`src/hdl/rlse_pkg.sv`:
```
// ----------------------------------------------------------------------------
// rlse_pkg
// Shared widths, constants and types of the three-slot LED bit encoder.
// ----------------------------------------------------------------------------
package rlse_pkg;

  localparam int unsigned CHAN_W      = 8;
  localparam int unsigned BRIGHT_W    = 9;
  localparam int unsigned UNITY       = 256;
  localparam int unsigned COLOUR_BITS = 3 * CHAN_W;
  localparam int unsigned SLOT_W      = 3 * COLOUR_BITS;      // slots per pixel
  localparam int unsigned WORD_W      = 32;
  localparam int unsigned PEND_W      = COLOUR_BITS;          // most slots left over
  localparam int unsigned BUF_W       = SLOT_W + PEND_W;
  localparam int unsigned REM_W       = $clog2(BUF_W + 1);
  localparam int unsigned QUEUE_DEPTH = 2;

  // one encoded pixel, handed from the front end to the packer
  typedef struct packed {
    logic [SLOT_W-1:0] slots;
    logic              last;
  } slot_entry_t;

endpackage

```
`src/hdl/rlse_front.sv`:
```
// ----------------------------------------------------------------------------
// rlse_front
// Brightness scaling and expansion of each colour bit into three wire slots.
// ----------------------------------------------------------------------------
module rlse_front
  import rlse_pkg::*;
(
  input  logic                clk_i,
  input  logic                rst_ni,
  input  logic                brightness_we_i,
  input  logic [BRIGHT_W-1:0] brightness_i,
  input  logic                push,
  output logic                full,
  input  logic [CHAN_W-1:0]   red_i,
  input  logic [CHAN_W-1:0]   green_i,
  input  logic [CHAN_W-1:0]   blue_i,
  input  logic                last_pixel_i,
  output logic                entry_valid_o,
  input  logic                entry_ready_i,
  output slot_entry_t         entry_o
);

  logic [BRIGHT_W-1:0]        bright_q;
  logic                       valid_q, valid_d;
  slot_entry_t                entry_q;
  logic [CHAN_W+BRIGHT_W-1:0] prod_r, prod_g, prod_b;
  logic [COLOUR_BITS-1:0]     grb;
  slot_entry_t                entry_new;
  logic                       take;

  assign prod_r = (CHAN_W+BRIGHT_W)'(red_i)   * (CHAN_W+BRIGHT_W)'(bright_q);
  assign prod_g = (CHAN_W+BRIGHT_W)'(green_i) * (CHAN_W+BRIGHT_W)'(bright_q);
  assign prod_b = (CHAN_W+BRIGHT_W)'(blue_i)  * (CHAN_W+BRIGHT_W)'(bright_q);

  // brightness is saturated at unity, so the scaled byte never overflows
  assign grb = {prod_g[CHAN_W+7:8], prod_r[CHAN_W+7:8], prod_b[CHAN_W+7:8]};

  always_comb begin
    for (int j = 0; j < COLOUR_BITS; j++) begin
      entry_new.slots[3*j+2] = 1'b1;
      entry_new.slots[3*j+1] = grb[j];
      entry_new.slots[3*j]   = 1'b0;
    end
    entry_new.last = last_pixel_i;
  end

  assign full          = valid_q && !entry_ready_i;
  assign take          = push && !full;
  assign entry_valid_o = valid_q;
  assign entry_o       = entry_q;

  always_comb begin
    valid_d = valid_q;
    if (valid_q && entry_ready_i) begin
      valid_d = 1'b0;
    end
    if (take) begin
      valid_d = 1'b1;
    end
  end

  always_ff @(posedge clk_i or negedge rst_ni) begin
    if (!rst_ni) begin
      bright_q <= BRIGHT_W'(UNITY);
      valid_q  <= 1'b0;
    end else begin
      valid_q <= valid_d;
      if (brightness_we_i) begin
        bright_q <= (brightness_i > BRIGHT_W'(UNITY)) ? BRIGHT_W'(UNITY) : brightness_i;
      end
    end
  end

  always_ff @(posedge clk_i) begin
    if (take) begin
      entry_q <= entry_new;
    end
  end

endmodule

```
`src/hdl/rlse_fifo.sv`:
```
// ----------------------------------------------------------------------------
// rlse_fifo
// Short queue of encoded pixels between the front end and the packer.
// ----------------------------------------------------------------------------
module rlse_fifo
  import rlse_pkg::*;
#(
  parameter int unsigned Depth = QUEUE_DEPTH
) (
  input  logic        clk_i,
  input  logic        rst_ni,
  input  logic        wr_valid_i,
  output logic        wr_ready_o,
  input  slot_entry_t wr_data_i,
  output logic        rd_valid_o,
  input  logic        rd_ready_i,
  output slot_entry_t rd_data_o
);

  localparam int unsigned PtrW = (Depth > 1) ? $clog2(Depth) : 1;
  localparam int unsigned CntW = $clog2(Depth + 1);

  slot_entry_t         mem_q [Depth];
  logic [PtrW-1:0]     wr_ptr_q, rd_ptr_q;
  logic [CntW-1:0]     cnt_q;
  logic                do_wr, do_rd;

  function automatic logic [PtrW-1:0] next_ptr(input logic [PtrW-1:0] p);
    next_ptr = (p == PtrW'(Depth - 1)) ? '0 : p + PtrW'(1);
  endfunction

  assign wr_ready_o = (cnt_q != CntW'(Depth));
  assign rd_valid_o = (cnt_q != '0);
  assign rd_data_o  = mem_q[rd_ptr_q];
  assign do_wr      = wr_valid_i && wr_ready_o;
  assign do_rd      = rd_valid_o && rd_ready_i;

  always_ff @(posedge clk_i or negedge rst_ni) begin
    if (!rst_ni) begin
      wr_ptr_q <= '0;
      rd_ptr_q <= '0;
      cnt_q    <= '0;
    end else begin
      if (do_wr) begin
        wr_ptr_q <= next_ptr(wr_ptr_q);
      end
      if (do_rd) begin
        rd_ptr_q <= next_ptr(rd_ptr_q);
      end
      if (do_wr && !do_rd) begin
        cnt_q <= cnt_q + CntW'(1);
      end else if (do_rd && !do_wr) begin
        cnt_q <= cnt_q - CntW'(1);
      end
    end
  end

  always_ff @(posedge clk_i) begin
    if (do_wr) begin
      mem_q[wr_ptr_q] <= wr_data_i;
    end
  end

endmodule

```
`src/hdl/rlse_back.sv`:
```
// ----------------------------------------------------------------------------
// rlse_back
// Slot packer: cuts the slot stream into 32-slot words and flushes on frame end.
// ----------------------------------------------------------------------------
module rlse_back
  import rlse_pkg::*;
(
  input  logic              clk_i,
  input  logic              rst_ni,
  input  logic              entry_valid_i,
  output logic              entry_ready_o,
  input  slot_entry_t       entry_i,
  output logic              empty,
  input  logic              pop,
  output logic [WORD_W-1:0] waveform_word_o,
  output logic              last_word_o
);

  // work_q holds the unsent slots left aligned, zeros below rem_q
  logic [BUF_W-1:0]  work_q, work_d;
  logic [REM_W-1:0]  rem_q, rem_d;
  logic              busy_q, busy_d;
  logic              last_q, last_d;
  logic              out_valid_q, out_valid_d;
  logic [WORD_W-1:0] out_word_q;
  logic              out_last_q;
  logic              out_take, have_word, below_word, flush, emit, can_load, load;

  assign out_take   = !out_valid_q || pop;
  assign below_word = (rem_q < REM_W'(WORD_W));
  assign have_word  = busy_q && !below_word;
  assign flush      = busy_q && below_word && last_q;
  assign emit       = (have_word || flush) && out_take;
  assign can_load   = !busy_q || (below_word && !last_q);
  assign load       = can_load && entry_valid_i;

  assign entry_ready_o   = can_load;
  assign empty           = !out_valid_q;
  assign waveform_word_o = out_word_q;
  assign last_word_o     = out_last_q;

  always_comb begin
    work_d      = work_q;
    rem_d       = rem_q;
    busy_d      = busy_q;
    last_d      = last_q;
    out_valid_d = out_valid_q;
    if (emit) begin
      out_valid_d = 1'b1;
      work_d      = work_q << WORD_W;
      if (have_word) begin
        rem_d = rem_q - REM_W'(WORD_W);
      end else begin
        rem_d  = '0;
        busy_d = 1'b0;
      end
    end else if (out_valid_q && pop) begin
      out_valid_d = 1'b0;
    end
    if (load) begin
      // leftover slots stay on top, new pixel goes in just below them
      work_d = {work_q[BUF_W-1 -: PEND_W], {SLOT_W{1'b0}}}
             | ({entry_i.slots, {PEND_W{1'b0}}} >> rem_q);
      rem_d  = rem_q + REM_W'(SLOT_W);
      busy_d = 1'b1;
      last_d = entry_i.last;
    end
  end

  always_ff @(posedge clk_i or negedge rst_ni) begin
    if (!rst_ni) begin
      work_q      <= '0;
      rem_q       <= '0;
      busy_q      <= 1'b0;
      last_q      <= 1'b0;
      out_valid_q <= 1'b0;
    end else begin
      work_q      <= work_d;
      rem_q       <= rem_d;
      busy_q      <= busy_d;
      last_q      <= last_d;
      out_valid_q <= out_valid_d;
    end
  end

  always_ff @(posedge clk_i) begin
    if (emit) begin
      out_word_q <= work_q[BUF_W-1 -: WORD_W];
      out_last_q <= flush;
    end
  end

endmodule

```
`src/hdl/rgb_led_three_slot_bit_encoder.sv`:
```
// ----------------------------------------------------------------------------
// rgb_led_three_slot_bit_encoder
// Turns RGB pixels into 32-slot wire words for addressable LED strings.
// ----------------------------------------------------------------------------
// Input side is a queue write port: a pixel (red, green, blue, last_pixel)
// is taken on a clock edge with push high and full low.
// Output side is a queue read port: the oldest word sits on waveform_word_o
// and last_word_o while empty is low and leaves on an edge with pop high.
// brightness_i is written on any edge with brightness_we_i high; values above
// 256 are held at 256. Write it only between frames.
// Each pixel gives 72 slots (110 per one bit, 100 per zero bit, GRB, MSB
// first). Full words go out as they fill; the last pixel of a frame also
// sends the zero-padded remainder, or a zero word if nothing is left over.
// A taken pixel passes the front-end register, the queue, the packer's work
// buffer and its output register before its first word shows. The packer
// sends one word per cycle while its output register is free or popped, and
// loads another pixel only once fewer than 32 slots are left and no flush is
// due; every fourth pixel of a run completes three words (24 slots left over).
// Reset clears the queue, the leftover slots and brightness (to unity).
// If the reader stops popping, the packer halts on its output register and
// the queue, then full rises; nothing is dropped.
// ----------------------------------------------------------------------------
module rgb_led_three_slot_bit_encoder
  import rlse_pkg::*;
#(
  parameter int unsigned QueueDepth = QUEUE_DEPTH
) (
  input  logic                clk_i,
  input  logic                rst_ni,
  input  logic                brightness_we_i,
  input  logic [BRIGHT_W-1:0] brightness_i,
  input  logic                push,
  output logic                full,
  input  logic [CHAN_W-1:0]   red_i,
  input  logic [CHAN_W-1:0]   green_i,
  input  logic [CHAN_W-1:0]   blue_i,
  input  logic                last_pixel_i,
  output logic                empty,
  input  logic                pop,
  output logic [WORD_W-1:0]   waveform_word_o,
  output logic                last_word_o
);

  logic        fe_valid, fe_ready;
  slot_entry_t fe_entry;
  logic        be_valid, be_ready;
  slot_entry_t be_entry;

  rlse_front u_front (
    .clk_i           (clk_i),
    .rst_ni          (rst_ni),
    .brightness_we_i (brightness_we_i),
    .brightness_i    (brightness_i),
    .push            (push),
    .full            (full),
    .red_i           (red_i),
    .green_i         (green_i),
    .blue_i          (blue_i),
    .last_pixel_i    (last_pixel_i),
    .entry_valid_o   (fe_valid),
    .entry_ready_i   (fe_ready),
    .entry_o         (fe_entry)
  );

  rlse_fifo #(
    .Depth (QueueDepth)
  ) u_fifo (
    .clk_i      (clk_i),
    .rst_ni     (rst_ni),
    .wr_valid_i (fe_valid),
    .wr_ready_o (fe_ready),
    .wr_data_i  (fe_entry),
    .rd_valid_o (be_valid),
    .rd_ready_i (be_ready),
    .rd_data_o  (be_entry)
  );

  rlse_back u_back (
    .clk_i           (clk_i),
    .rst_ni          (rst_ni),
    .entry_valid_i   (be_valid),
    .entry_ready_o   (be_ready),
    .entry_i         (be_entry),
    .empty           (empty),
    .pop             (pop),
    .waveform_word_o (waveform_word_o),
    .last_word_o     (last_word_o)
  );

endmodule

```
`config.mk`:
```
export PLATFORM = sky130hd
export DESIGN_NAME = rgb_led_three_slot_bit_encoder
export DESIGN_NICKNAME = d
export VERILOG_FILES = /design/src/hdl/rlse_pkg.sv /design/src/hdl/rlse_front.sv /design/src/hdl/rlse_fifo.sv /design/src/hdl/rlse_back.sv /design/src/hdl/rgb_led_three_slot_bit_encoder.sv
export SDC_FILE = /design/constraint.sdc
export NUM_CORES = 1
export LEC_CHECK = 0
export BUFFER_PORTS_ARGS = -buffer_cell sky130_fd_sc_hd__buf_2
export CAP_MARGIN = 20
export CORE_UTILIZATION = 50
export CTS_CLUSTER_SIZE = 24
export DETAILED_ROUTE_END_ITERATION = 8
export GPL_ROUTABILITY_DRIVEN = 0
export PLACE_DENSITY = 0.69
export SYNTH_ARGS = -nofsm -noshare
export SYNTH_HDL_FRONTEND = slang
export SYNTH_SLANG_ARGS = --single-unit
```
`constraint.sdc`:
```
create_clock -name clk_i -period 7.1 [get_ports clk_i]
set_clock_uncertainty 0.2 [all_clocks]
set_input_delay 1.065 -clock clk_i [delete_from_list [all_inputs] [get_ports clk_i]]
set_output_delay 1.065 -clock clk_i [all_outputs]
set_load 0.05 [all_outputs]
```
# --- Word-level counts from Yosys, hierarchy flattened ---
# Memories as Yosys holds them, arrays and structs flattened.
# Index checks and enable logic that the tools add are counted.
# W data, S select, Z words.
classes:
  addsub: 6
  mul: 3
  n_lt_le_gt_ge: 2
  n_eq_ne: 2
  shift: 1
  mux: 19
  n_bitwise: 1
  reduce_logical: 29
ops:
  columns: ["op", "n"]
  rows:
  - ["$mux W96", 2]
  - ["$or A96 B96 Y96", 1]
  - ["$shr A96 B7 Y96", 1]
  - ["$mul A8 B9 Y16", 3]
  - ["$mux W7", 3]
  - ["$logic_and A1 B1 Y1", 12]
  - ["$mux W1", 11]
  - ["$reduce_bool A2 Y1", 5]
  - ["$gt A9 B9 Y1 const B", 1]
  - ["$mux W9", 1]
  - ["$logic_not A1 Y1", 8]
  - ["$add A7 B7 Y7 const B", 1]
  - ["$lt A7 B6 Y1 const B", 1]
  - ["$sub A7 B6 Y7 const B", 1]
  - ["$mux W2", 2]
  - ["$ne A2 B2 Y1 const B", 2]
  - ["$logic_or A1 B1 Y1", 3]
  - ["$add A1 B1 Y1 const B", 2]
  - ["$add A2 B1 Y2 const B", 1]
  - ["$reduce_and A2 Y1", 1]
  - ["$sub A2 B1 Y2 const B", 1]
totals:
  register_bits: 178
  ramBits: 50
  n_memories: 1
memory_table:
  columns: ["name", "depth", "word_bits", "read_ports", "rd_ports_with_merged_regs", "wr", "line", "source"]
  rows:
  - ["u_fifo.mem_q", 2, 25, 1, 0, 1, "rlse_fifo.sv:23", "slot_entry_t mem_q [Depth];"]

# --- Depth between registers and ports, before layout ---
# Gate-level depths: netlist of the first run.
logic_depth:
  depth_word: 7
  mapped_depth: 17
  depth_no_buf: 15

# --- By module ---
# A second synthesis of the first run with hierarchy kept.
hier_totals:
  hier_cells: 1906
  area_unflattened_um2: 21764.6
modules_own_cells:
  columns: ["module", "n_inst", "cells_each", "area_each_um2", "seq_area_each_um2"]
  rows:
  - ["rlse_front", 1, 900, 8180.3, 1002.2]
  - ["rlse_back", 1, 761, 7875.1, 3568.4]
  - ["rlse_fifo", 1, 245, 5709.2, 4484.3]

# --- Least setup slack after synthesis of the first run ---
# No wires, ideal clock.
synth_path:
  path_type: "input to register"
  startpoint: "input red_i[2]"
  endpoint: "register u_front.entry_q (netlist bit u_front.entry_o[47]) (data pin)"
  setup_ns: 0.260
  arrival_time_ns: 4.526
  required_time_ns: 6.640
  path_slack_ns: 2.114
  path_stages: 15
  path_cell_list: "and2_1 fa_1 inv_1 fa_1 inv_1 fa_1 inv_1 fa_1 inv_1 ha_1 nand3_1 or2_2 o22a_1 o211ai_1 xnor2_1"
synth_via:
  elab_chain_cells: 1
synth_rtl:
  columns: ["item", "line", "source"]
  rows:
  - ["from (decl)", "rgb_led_three_slot_bit_encoder.sv:34", "input logic [CHAN_W-1:0] red_i,"]
  - ["$mul A8 B9 Y16", "rlse_front.sv:31", "assign prod_r = (CHAN_W+BRIGHT_W)'(red_i) * (CHAN_W+BRIGHT_W)'(bright_q);"]
  - ["named net u_front.prod_r[15]", "rlse_front.sv:26", "logic [CHAN_W+BRIGHT_W-1:0] prod_r, prod_g, prod_b;"]
  - ["to (signal assigned)", "rlse_front.sv:76", "entry_q <= entry_new;"]
  - ["to (decl)", "rlse_front.sv:25", "slot_entry_t entry_q;"]
# The timed path passes the listed nets, and every way through them passes these cells.
# A chain may end at the register's enable or synchronous reset.

# --- Worst setup path after layout of the first run ---
layout_path:
  startpoint: "register u_front.bright_q[5]"
  endpoint: "register u_front.entry_q (netlist bit u_front.entry_o[17]) (data pin)"
layout_via:
  elab_chain_cells: 1
layout_rtl:
  columns: ["item", "line", "source"]
  rows:
  - ["from (decl)", "rlse_front.sv:23", "logic [BRIGHT_W-1:0] bright_q;"]
  - ["from (signal assigned)", "rlse_front.sv:64", "bright_q <= BRIGHT_W'(UNITY);"]
  - ["from (signal assigned)", "rlse_front.sv:69", "bright_q <= (brightness_i > BRIGHT_W'(UNITY)) ? BRIGHT_W'(UNITY) : brightness_i;"]
  - ["$mul A8 B9 Y16", "rlse_front.sv:33", "assign prod_b = (CHAN_W+BRIGHT_W)'(blue_i) * (CHAN_W+BRIGHT_W)'(bright_q);"]
  - ["named net u_front.prod_b[13]", "rlse_front.sv:26", null]
# The timed path passes the listed nets, and every way through them passes these cells.

==> flow_summary.yaml, run 1 <==
worst_setup_path:
  worst_setup_path_startpoint: "u_front.bright_q[5]$_DFFE_PN0P_"
  longest_individual_stage_delay_on_the_worst_path_ps: 870
  r2r_end: "u_front.entry_o[17]$_DFFE_PP_"
  critical_path_class: "reg -> reg"
  required_ps: 7160
  r2r-start: "u_front.bright_q[5]$_DFFE_PN0P_"
  crit_end: "u_front.entry_o[17]$_DFFE_PP_"
  critical_path.startpoint_type: "flip-flop"
  worst_ep_arrival_time_ps: 5070
  critical_path.max_fanout: 25
  timing.reg2reg.setup_slack_ps: 2090
  worstSetupEndpointType: "flip-flop"
  critical-path-slowest-cell: "sky130_fd_sc_hd__dfrtp_1"
  cp_cell_sequence: "nand2_1, fa_1, inv_1, fa_1, fa_1, inv_1, fa_1, inv_1, ha_1, a21oi_1, a21boi_0, or3_1, and2_1, xor2_1"
  r2r.worst_path.cells: 14
  crit_path_frequent_cell: "sky130_fd_sc_hd__fa_1"
sta:
  final.setup.worst_slack_ps: 2090
  max_freq_mhz: 200
  timing.final.hold_violations: 0
  max_slew.worst_pin.slew_ps: 880
  slew_viol_final: 0
  rsz_0062_raised_after_global_routing: "false"
  period_minus_slack_ps: 5010
  totalNegativeSetupSlack_ps: 0
  setup_viol: 0
  timing.final.crit_share_pct: 70.6
  slew-limit-headroom_pct: 41.3
grt:
  grt.total_usage_pct: 22.2
  globalRoute.totalOverflow: 0
  grt_first_pass_wirelength_mm: 60.1
  grt_max_degree: 66
  first_global_vias: 11800
  initial_antenna_violation_count: 0
routing:
  post_route_wl_mm: 36.0
  post-route-drc-count: 0
  final_antenna_net_count: 0
  wl_per_cell_um: 16.9
  avgViaCountPerCell: 5.51
  firstDrtPassIters: 6
  drt_iter0_drc: 730
  routed-via-count: 11800
finish:
  multi_input_comb_area_mm2: 0.00914
  insertedDiodeCount: 0
  finalNetCount: 1937
  register_area_mm2: 0.00617
  area_delta_synth_final_pct: 9.38
  fillers: 2911
  share_of_post_route_cells_with_drive_strength_above_1_pct: 10.3
die:
  core_area_mm2: 0.0325
  die_height_um: 183
  row_count: 66
  area_of_the_die_mm2: 0.0336
  die_x_um: 183
  initial_utilization_pct: 50.7
  floorplan.io_pins: 74
logic_synthesis:
  ys_ff_latch: 225
  top_cells_by_area_in_the_synthesized_netlist: "sky130_fd_sc_hd__edfxtp_1, sky130_fd_sc_hd__dfrtp_1, sky130_fd_sc_hd__fa_1"
  synthCells: 1640
  synth_enable_flop_cells: 108
  synthFlopType: "sky130_fd_sc_hd__dfrtp_1"
  synthesis.yosys.warnings: 0
  synth.most_common_cell: "sky130_fd_sc_hd__inv_1"
  synth.yosys.seq_area_share_pct: 37.5
  synthesis.area_per_instance_um2: 10.0
  library_cell_occupying_the_most_area_in_the_post_synthesis_netlist: "sky130_fd_sc_hd__edfxtp_1"
  synthTopCellsByCount: "sky130_fd_sc_hd__inv_1, sky130_fd_sc_hd__and2_1, sky130_fd_sc_hd__nand2_1, sky130_fd_sc_hd__fa_1, sky130_fd_sc_hd__dfrtp_1"
  syn_area_mm2: 0.0165
  syn_nets: 1899
  postSynth.asyncResetShare_pct: 52.0
  ys_types: 72
  synth_top_area_share_pct: 19.7
place:
  place.port_buffers: 73
  hpwlAfterDp_mm: 25.6
  detailedPlace.worstSlack_ps: 1760
clock_tree:
  worstSkewPairLatency_ps: 530
  cts-hold-fix-buffers: 0
  clk_sink_count: 225
  cts_tree: "yes"
  cts_inserted_buffers: 24
  clkTransAtPathRegs_ps: 60
  cts_setup_buffers: 0
  cts_root_buf: "sky130_fd_sc_hd__clkbuf_16"
  cts-resized-gates: 0
  number_of_buffers_on_the_longest_clock_path: 3
  cts_max_level: 1
power:
  leakage_nw: 8.22
  powerDensity_mw_per_mm2: 401
  vdd_ir_drop_max_v: 0.000208
run_status:
  run_status: "finished clean"
hold_path:
  path_class_of_the_lowest_slack_min_delay_path: "reg -> reg"
run:
  maxCapViolations: 0
## layout by cell type (no fill, tap or decap), types with 6 or more instances in the layout
cell type | netlist | routed
sky130_fd_sc_hd__buf_2 | 30 | 72
sky130_fd_sc_hd__xor2_1 | 7 | 7
sky130_fd_sc_hd__a22oi_1 | 35 | 35
sky130_fd_sc_hd__buf_4 | 0 | 17
sky130_fd_sc_hd__nand3b_1 | 13 | 13
sky130_fd_sc_hd__o22ai_1 | 27 | 27
sky130_fd_sc_hd__a221o_1 | 6 | 6
sky130_fd_sc_hd__a21o_1 | 7 | 7
sky130_fd_sc_hd__nor3_1 | 11 | 11
sky130_fd_sc_hd__nor2_1 | 89 | 88
sky130_fd_sc_hd__nor2b_1 | 8 | 8
sky130_fd_sc_hd__mux2_4 | 9 | 9
sky130_fd_sc_hd__o21ai_1 | 6 | 6
sky130_fd_sc_hd__o211ai_1 | 11 | 11
sky130_fd_sc_hd__nand3_1 | 21 | 21
sky130_fd_sc_hd__a22o_1 | 13 | 13
sky130_fd_sc_hd__mux2i_1 | 9 | 9
sky130_fd_sc_hd__nand2_1 | 148 | 148
sky130_fd_sc_hd__clkbuf_16 | 0 | 25
sky130_fd_sc_hd__inv_1 | 201 | 201
sky130_fd_sc_hd__mux2_2 | 11 | 11
sky130_fd_sc_hd__o21ai_0 | 92 | 92
sky130_fd_sc_hd__xnor2_1 | 26 | 26
sky130_fd_sc_hd__and2_1 | 165 | 165
sky130_fd_sc_hd__nand2b_1 | 8 | 8
sky130_fd_sc_hd__a31oi_1 | 14 | 14
sky130_fd_sc_hd__ha_1 | 100 | 100
sky130_fd_sc_hd__a211oi_1 | 6 | 6
sky130_fd_sc_hd__dfrtp_1 | 116 | 115
sky130_fd_sc_hd__fa_1 | 120 | 120
sky130_fd_sc_hd__edfxtp_1 | 108 | 108
sky130_fd_sc_hd__a21oi_1 | 76 | 76
sky130_fd_sc_hd__o21a_1 | 8 | 8
## through the flow
stage          utilization [%]  std cells  area, um2  hold WS, ps  power [mW]
2_1_floorplan                -       1640      16500          221        5.03
3_3_place_gp              52.8       2091      17100          222        5.83
3_5_place_dp              52.8       2092      17100          229        5.91
4_1_cts                   55.3       2136      18000          242        7.21
5_1_grt                   55.5       2138      18000          247        7.74
6_report                  55.5       2138      18000          240        7.22
## cell families (layout without fill, tap and decap cells)
kind of cell | Yosys count | after routing | share of synthesized area (%)
and+or+nand+nor | 491 | 491 | 15.1
muxes | 34 | 34 | 2.59
AOI/OAI and AO/OA | 350 | 350 | 13.7
DFF | 225 | 225 | 37.5
buffers and inverters | 286 | 342 | 6.99
adders and majority gates | 220 | 220 | 22.2
xor gates and xnor gates | 34 | 34 | 1.89
## report_power, final
part	internal [mW]	leakage, nW	total (mW)	switching, mW
registers	2.01	2.55	2.25	0.237
logic	1.26	5.28	3.71	2.45
clock network	0.757	0.393	1.26	0.505
## layer usage
metal / track usage, % / part of all wire (%)
met5: 0 / 0
met4: 5.27 / 2.3
met3: 2.70 / 5.8
met2: 37.7 / 47
met1: 30.2 / 44
## final cells by class
class | count | share of cell area (%)
clock buffer | 31 | 3.59
clock inverter | 13 | 0.904
inverter | 206 | 4.30
multi-input combinational | 1129 | 50.8
sequential | 225 | 34.3
tap | 442 | 3.07
timing repair buffer | 92 | 3.05
## state kept, by name, summed over array words and instances, names as in the netlist
register and cells:
u_fifo.mem_q 50, u_back.busy_q 1, u_back.out_valid_q 1, u_back.last_word_o 1, u_back.last_q 1, u_fifo.rd_ptr_q 1
u_front.entry_o 25, u_back.work_q 96, u_back.waveform_word_o 32, u_back.rem_q 4, u_front.entry_valid_o 1, u_fifo.cnt_q 2
u_front.bright_q 9, u_fifo.wr_ptr_q 1
## worst max-delay path, delay by kind of cell (launching register included)
family                   cells  cell delay [ps]
adder cells (fa/ha/maj)      5             2260
AO/OA/AOI/OAI                2              300
buffers and inverters        3              170
XOR/XNOR                     1              140
flip-flops                   1              870
AND/OR/NAND/NOR              3              830
## worst min path at each step
| stage | from | to | slack, ps | cells after the start |
|---|---|---|---|---|
| 2_1_floorplan | u_front.entry_o[0]$_DFFE_PP_ | u_fifo.mem_q[0][0]$_DFFE_PP_ | 220 | 0 |
| 3_3_place_gp | u_front.entry_o[20]$_DFFE_PP_ | u_fifo.mem_q[0][7]$_DFFE_PP_ | 220 | 0 |
| 3_5_place_dp | u_front.entry_o[44]$_DFFE_PP_ | u_fifo.mem_q[0][15]$_DFFE_PP_ | 230 | 0 |
| 4_1_cts | u_front.entry_o[44]$_DFFE_PP_ | u_fifo.mem_q[0][15]$_DFFE_PP_ | 240 | 0 |
| 5_1_grt | u_front.entry_o[44]$_DFFE_PP_ | u_fifo.mem_q[1][15]$_DFFE_PP_ | 250 | 0 |
| 6_report | u_front.entry_o[44]$_DFFE_PP_ | u_fifo.mem_q[0][15]$_DFFE_PP_ | 240 | 0 |
(Power assumes the default switching activity.)
==> inputs of run 2 (changes only) <==
- clock period: 7.1 -> 5.1 ns (I/O delays scaled with it)
==> run 2 against run 1 <==
Hold slack got worse by 240 ps. The flow now finishes with violations (DRC, hold timing). Sequential share of layout area is 0.24 points lower. Critical endpoint unchanged. Sequential power up 42%.
==> flow_summary.yaml, run 2 (synthesis results as in run 1) <==
finish:
  largest_register_ffs: 96
  insertedDiodeCount: 0
  largest_register: "u_back.work_q"
  share_of_post_route_cells_with_drive_strength_above_1_pct: 11.2
  finish.instance_area_mm2: 0.0181
  area_delta_synth_final_pct: 10.2
  register_area_mm2: 0.00618
  multi_input_comb_area_mm2: 0.00914
  layout.cells.most_common: "sky130_fd_sc_hd__inv_1"
  most-common-layout-cells: "sky130_fd_sc_hd__inv_1, sky130_fd_sc_hd__and2_1, sky130_fd_sc_hd__nand2_1"
  finalNetCount: 1955
  fillers: 2839
run_status:
  run_status: "complete, but fails checks"
  violations: "DRC, hold timing"
worst_setup_path:
  timing.reg2reg.setup_slack_ps: 270
  required_ps: 5160
  path_delay_family: "adder cells"
  worst_ep_arrival_time_ps: 4890
  critical_path.n_buffers_inverters: 2
  critical_path.startpoint_type: "flip-flop"
  cp_cell_sequence: "and2_1, fa_1, fa_1, fa_1, inv_1, fa_1, inv_1, ha_1, a21oi_1, a21boi_0, or3_1, and2_1, xor2_1"
  longest_individual_stage_delay_on_the_worst_path_ps: 770
  critical_path.max_fanout: 16
  critical_path_class: "reg -> reg"
  critical-path-slowest-cell: "sky130_fd_sc_hd__dfrtp_1"
  crit_path_frequent_cell: "sky130_fd_sc_hd__fa_1"
  worstSetupEndpointType: "flip-flop"
power:
  vdd_ir_drop_max_v: 0.000316
  powerDensity_mw_per_mm2: 554
  leakage_nw: 8.30
sta:
  finalHoldWorstSlack_ps: -0.887
  setup_viol: 0
  totalNegativeSetupSlack_ps: 0
  slew-limit-headroom_pct: 37.2
  slew_viol_final: 0
  max_freq_mhz: 207
  timing.final.crit_share_pct: 94.8
  max_slew.worst_pin.slew_ps: 942
  period_minus_slack_ps: 4830
  timing.final.hold_violations: 2
  rsz_0062_raised_after_global_routing: "false"
grt:
  globalRoute.totalOverflow: 0
  grt_first_pass_wirelength_mm: 60.8
  grt.total_usage_pct: 22.4
  initial_antenna_violation_count: 0
  first_global_vias: 12100
  grt_max_degree: 89
place:
  placed_cell_area_mm2: 0.0173
  place.port_buffers: 73
  hpwlAfterDp_mm: 26.4
run:
  maxCapViolations: 0
clock_tree:
  clk_sink_count: 225
  cts-hold-fix-buffers: 0
  worstSkewPairLatency_ps: 530
  cts_root_buf: "sky130_fd_sc_hd__clkbuf_16"
  cts_inserted_buffers: 24
  number_of_buffers_on_the_longest_clock_path: 3
  cts_tree: "yes"
  clkTransAtPathRegs_ps: 60
  cts_max_level: 1
routing:
  post-route-drc-count: 1
  final_antenna_net_count: 0
  drt_iter0_drc: 748
  routed-via-count: 12000
  post_route_wl_mm: 36.3
  firstDrtPassIters: 7
  avgViaCountPerCell: 5.55
  wl_per_cell_um: 16.9
die:
  core_area_mm2: 0.0325
  floorplan.io_pins: 74
  area_of_the_die_mm2: 0.0336
  row_count: 66
  die_x_um: 183
  die_height_um: 183
  initial_utilization_pct: 50.7
hold_path:
  path_class_of_the_lowest_slack_min_delay_path: "in -> async"
==> run 2: cell count changes in the layout (fill, tap and decap cells not counted), sizes merged <==
cell    change
clkinv      -3
buf        +19
inv         -1
bufinv      -1
clkbuf      +3
==> run 2: final timing paths <==
check / from / end / cells past startpoint
setup / recovery: u_front.bright_q[1]$_DFFE_PN0P_ / u_front.entry_o[17]$_DFFE_PP_ / 13
hold / removal: rst_ni / u_back.work_q[84]$_DFFE_PN0P_ / 1
setup reg to reg: u_front.bright_q[1]$_DFFE_PN0P_ / u_front.entry_o[17]$_DFFE_PP_ / 13
hold reg to reg: u_back.work_q[93]$_DFFE_PN0P_ / u_back.waveform_word_o[29]$_DFFE_PP_ / 0
max in group asynchronous: rst_ni / u_back.work_q[61]$_DFFE_PN0P_ / 2
min in group clk_i: last_pixel_i / u_front.entry_o[0]$_DFFE_PP_ / 1
==> run 2: per-stage QoR <==
stage / setup slack, ps / util, % / hold slack (ps) / total power, mW / instances
final: 266 / 55.9 / -0.887 / 10.1 / 2155
after global routing: 62.9 / 55.9 / 29.0 / 10.8 / 2155
after CTS: 152 / 55.6 / 2.76 / 10.0 / 2152
after detailed placement: 86.5 / 53.2 / 234 / 8.26 / 2109
after global placement: 149 / 53.2 / 222 / 8.15 / 2109
after floorplan: 414 / - / 221 / 7.00 / 1640
==> run 2: layer usage <==
layer  up-vias  global-route usage [%]  share of wire (%)
met5         -                       0                  0
met4         0                    7.80                3.6
met2       413                    37.7                 47
li1       5674                       -                  -
met1      5796                    30.0                 44
met3        79                    2.68                5.8
==> run 2: repair_timing <==
item                                    in CTS  in global routing
buffers inserted                             0                  0
endpoints found under the setup margin       0                  6
resized for setup                            0                  2
endpoints found under the hold margin        0                  0
==> run 2: area by class of cell <==
cell class	instances	area share, %
clock buffers	35	3.71
clock inverters	8	0.559
inverters	206	4.27
multi-input cells	1129	50.4
flip-flops and latches	225	34.1
well taps	442	3.05
repair buffers	110	3.96
==> run 2: report_power, final <==
| group | internal, mW | switching (mW) | total (mW) |
|---|---|---|---|
| clock network | 1.01 | 0.692 | 1.71 |
| logic | 1.79 | 3.37 | 5.16 |
| registers | 2.80 | 0.392 | 3.19 |
| total | 5.60 | 4.45 | 10.1 |
==> inputs of run 3 (changes only) <==
- CORE_MARGIN: default -> 2
- CORE_UTILIZATION: 50 -> 45
- PLACE_DENSITY: 0.69 -> 0.63
==> run 3 against run 2 <==
The flow now finishes without violations. Critical path depth grew 2. Worst setup slack improved by 98 ps. Clock power up 18%. Maximum frequency grew 2.1%. Register-to-register slack improved by 98 ps. Total power increased by 3.2%. Global-route usage shrank 2.2 points. Via count fell by 1.4%. Critical endpoint is now u_front.entry_o[47]$_DFFE_PP_.
==> flow_summary.yaml, run 3 (synthesis results as in run 1) <==
finish:
  finalNetCount: 1952
  final_util_pct: 50.4
  most-common-layout-cells: "sky130_fd_sc_hd__inv_1, sky130_fd_sc_hd__and2_1, sky130_fd_sc_hd__nand2_1"
  fillers: 3372
  register_area_mm2: 0.00618
  finish.instance_area_mm2: 0.0183
  multi_input_comb_area_mm2: 0.00914
  share_of_post_route_cells_with_drive_strength_above_1_pct: 11.5
  largest_register: "u_back.work_q"
  insertedDiodeCount: 0
  finalNonFillerCells: 2180
  area_delta_synth_final_pct: 11.3
  largest_register_ffs: 96
  layout.cells.most_common: "sky130_fd_sc_hd__inv_1"
clock_tree:
  cts_root_buf: "sky130_fd_sc_hd__clkbuf_16"
  number_of_buffers_on_the_longest_clock_path: 3
  cts_tree: "yes"
  cts_setup_buffers: 0
  worstSkewPairLatency_ps: 560
  cts_max_level: 1
  cts_inserted_buffers: 25
  clkTransAtPathRegs_ps: 60
  clk_sink_count: 225
routing:
  firstDrtPassIters: 5
  routed-via-count: 11800
  final_antenna_net_count: 0
  wl_per_cell_um: 17.2
  post_route_wl_mm: 37.6
  post-route-drc-count: 0
  drt_iter0_drc: 725
  avgViaCountPerCell: 5.41
place:
  detailedPlace.worstSlack_ps: 67.5
  placed_cell_area_mm2: 0.0173
  hpwlAfterDp_mm: 27.2
  place.port_buffers: 73
  dp.cells: 2132
die:
  core_area_mm2: 0.0363
  die_height_um: 195
  initial_utilization_pct: 45.3
  die_x_um: 195
  area_of_the_die_mm2: 0.0381
  floorplan.io_pins: 74
  row_count: 70
grt:
  grt_first_pass_wirelength_mm: 62.5
  first_global_vias: 11900
  grt_max_degree: 89
  grt.total_usage_pct: 20.2
  globalRoute.totalOverflow: 0
  initial_antenna_violation_count: 0
power:
  vdd_ir_drop_max_v: 0.000384
  power.share.switching_pct: 43.7
  power.internal_mw: 5.84
  leakage_nw: 8.35
  seqPwrFrac_pct: 30.7
  powerDensity_mw_per_mm2: 567
  fin_total_pwr_mw: 10.4
  power_frac_clock_pct: 19.4
  combinational_power_share_pct: 49.9
  total_switching_power_mw: 4.53
sta:
  period_minus_slack_ps: 4740
  max_slew.worst_pin.slew_ps: 1030
  final.setup.worst_slack_ps: 364
  timing.final.hold_violations: 0
  timing.final.crit_share_pct: 92.9
  finalHoldWorstSlack_ps: 226
  setup_viol: 0
  totalNegativeSetupSlack_ps: 0
  slew_viol_final: 0
  slew-limit-headroom_pct: 31.2
  max_freq_mhz: 211
  rsz_0062_raised_after_global_routing: "false"
worst_setup_path:
  critical_path.max_fanout: 19
  critical_path.startpoint_type: "flip-flop"
  worstSetupEndpointType: "flip-flop"
  critical_path_class: "reg -> reg"
  required_ps: 5170
  worst_ep_arrival_time_ps: 4810
run:
  maxCapViolations: 0
run_status:
  run_status: "finished clean"
hold_path:
  path_class_of_the_lowest_slack_min_delay_path: "reg -> reg"
[run 3: what timing repair did]
item	CTS	global route
endpoints found under the setup margin	0	7
hold buffers	1	0
hold endpoints to repair	27	0
resized for setup	0	5
[run 3: final cells by class]
type	count	area share (%)
Clock buffer	30	3.58
Clock inverter	16	1.50
Inverter	206	4.23
Multi-Input combinational cell	1129	49.9
Sequential cell	225	33.8
Tap cell	468	3.20
Timing Repair Buffer	106	3.80
[run 3: power groups by stage]
stage | Clock (mW) | Sequential (mW) | Combinational [mW]
CTS | 2.06 | 3.19 | 5.15
finish | 2.01 | 3.18 | 5.18
floorplan | 0 | 3.51 | 3.49
global route | 2.13 | 3.26 | 5.73
detailed placement | 0 | 3.22 | 5.12
global placement | 0 | 3.19 | 5.01
[run 3: worst paths after layout]
path,from,end,slack (ps),cells after the start
worst max-delay path,u_front.bright_q[5]$_DFFE_PN0P_,u_front.entry_o[47]$_DFFE_PP_,360,15
worst min-delay path,u_front.entry_o[53]$_DFFE_PP_,u_fifo.mem_q[0][18]$_DFFE_PP_,230,0
worst max register to register,u_front.bright_q[5]$_DFFE_PN0P_,u_front.entry_o[47]$_DFFE_PP_,360,15
worst min register to register,u_front.entry_o[53]$_DFFE_PP_,u_fifo.mem_q[0][18]$_DFFE_PP_,230,0
max in group asynchronous,rst_ni,u_front.bright_q[2]$_DFFE_PN0P_,3130,3
min in group asynchronous,rst_ni,u_back.work_q[95]$_DFFE_PN0P_,480,2
[run 3: critical path, cell delays in order (launching register included)]
cell and delay, ps:
sky130_fd_sc_hd__dfrtp_2 540, sky130_fd_sc_hd__and2_1 240, sky130_fd_sc_hd__fa_1 540, sky130_fd_sc_hd__inv_1 60, sky130_fd_sc_hd__fa_1 530, sky130_fd_sc_hd__inv_1 50, sky130_fd_sc_hd__fa_1 470, sky130_fd_sc_hd__inv_1 40
sky130_fd_sc_hd__fa_1 480, sky130_fd_sc_hd__inv_1 40, sky130_fd_sc_hd__ha_1 330, sky130_fd_sc_hd__nand3_1 120, sky130_fd_sc_hd__or2_2 310, sky130_fd_sc_hd__o22a_1 240, sky130_fd_sc_hd__o211ai_1 220, sky130_fd_sc_hd__xnor2_1 90
[run 3: layer usage]
layer | wire length, um | GRT usage [%] | up-vias
li1 | - | - | 5663
met3 | 1950 | 2.44 | 79
met5 | 0 | 0 | -
met4 | 1320 | 7.01 | 0
met1 | 16800 | 27.9 | 5708
met2 | 17500 | 33.1 | 346
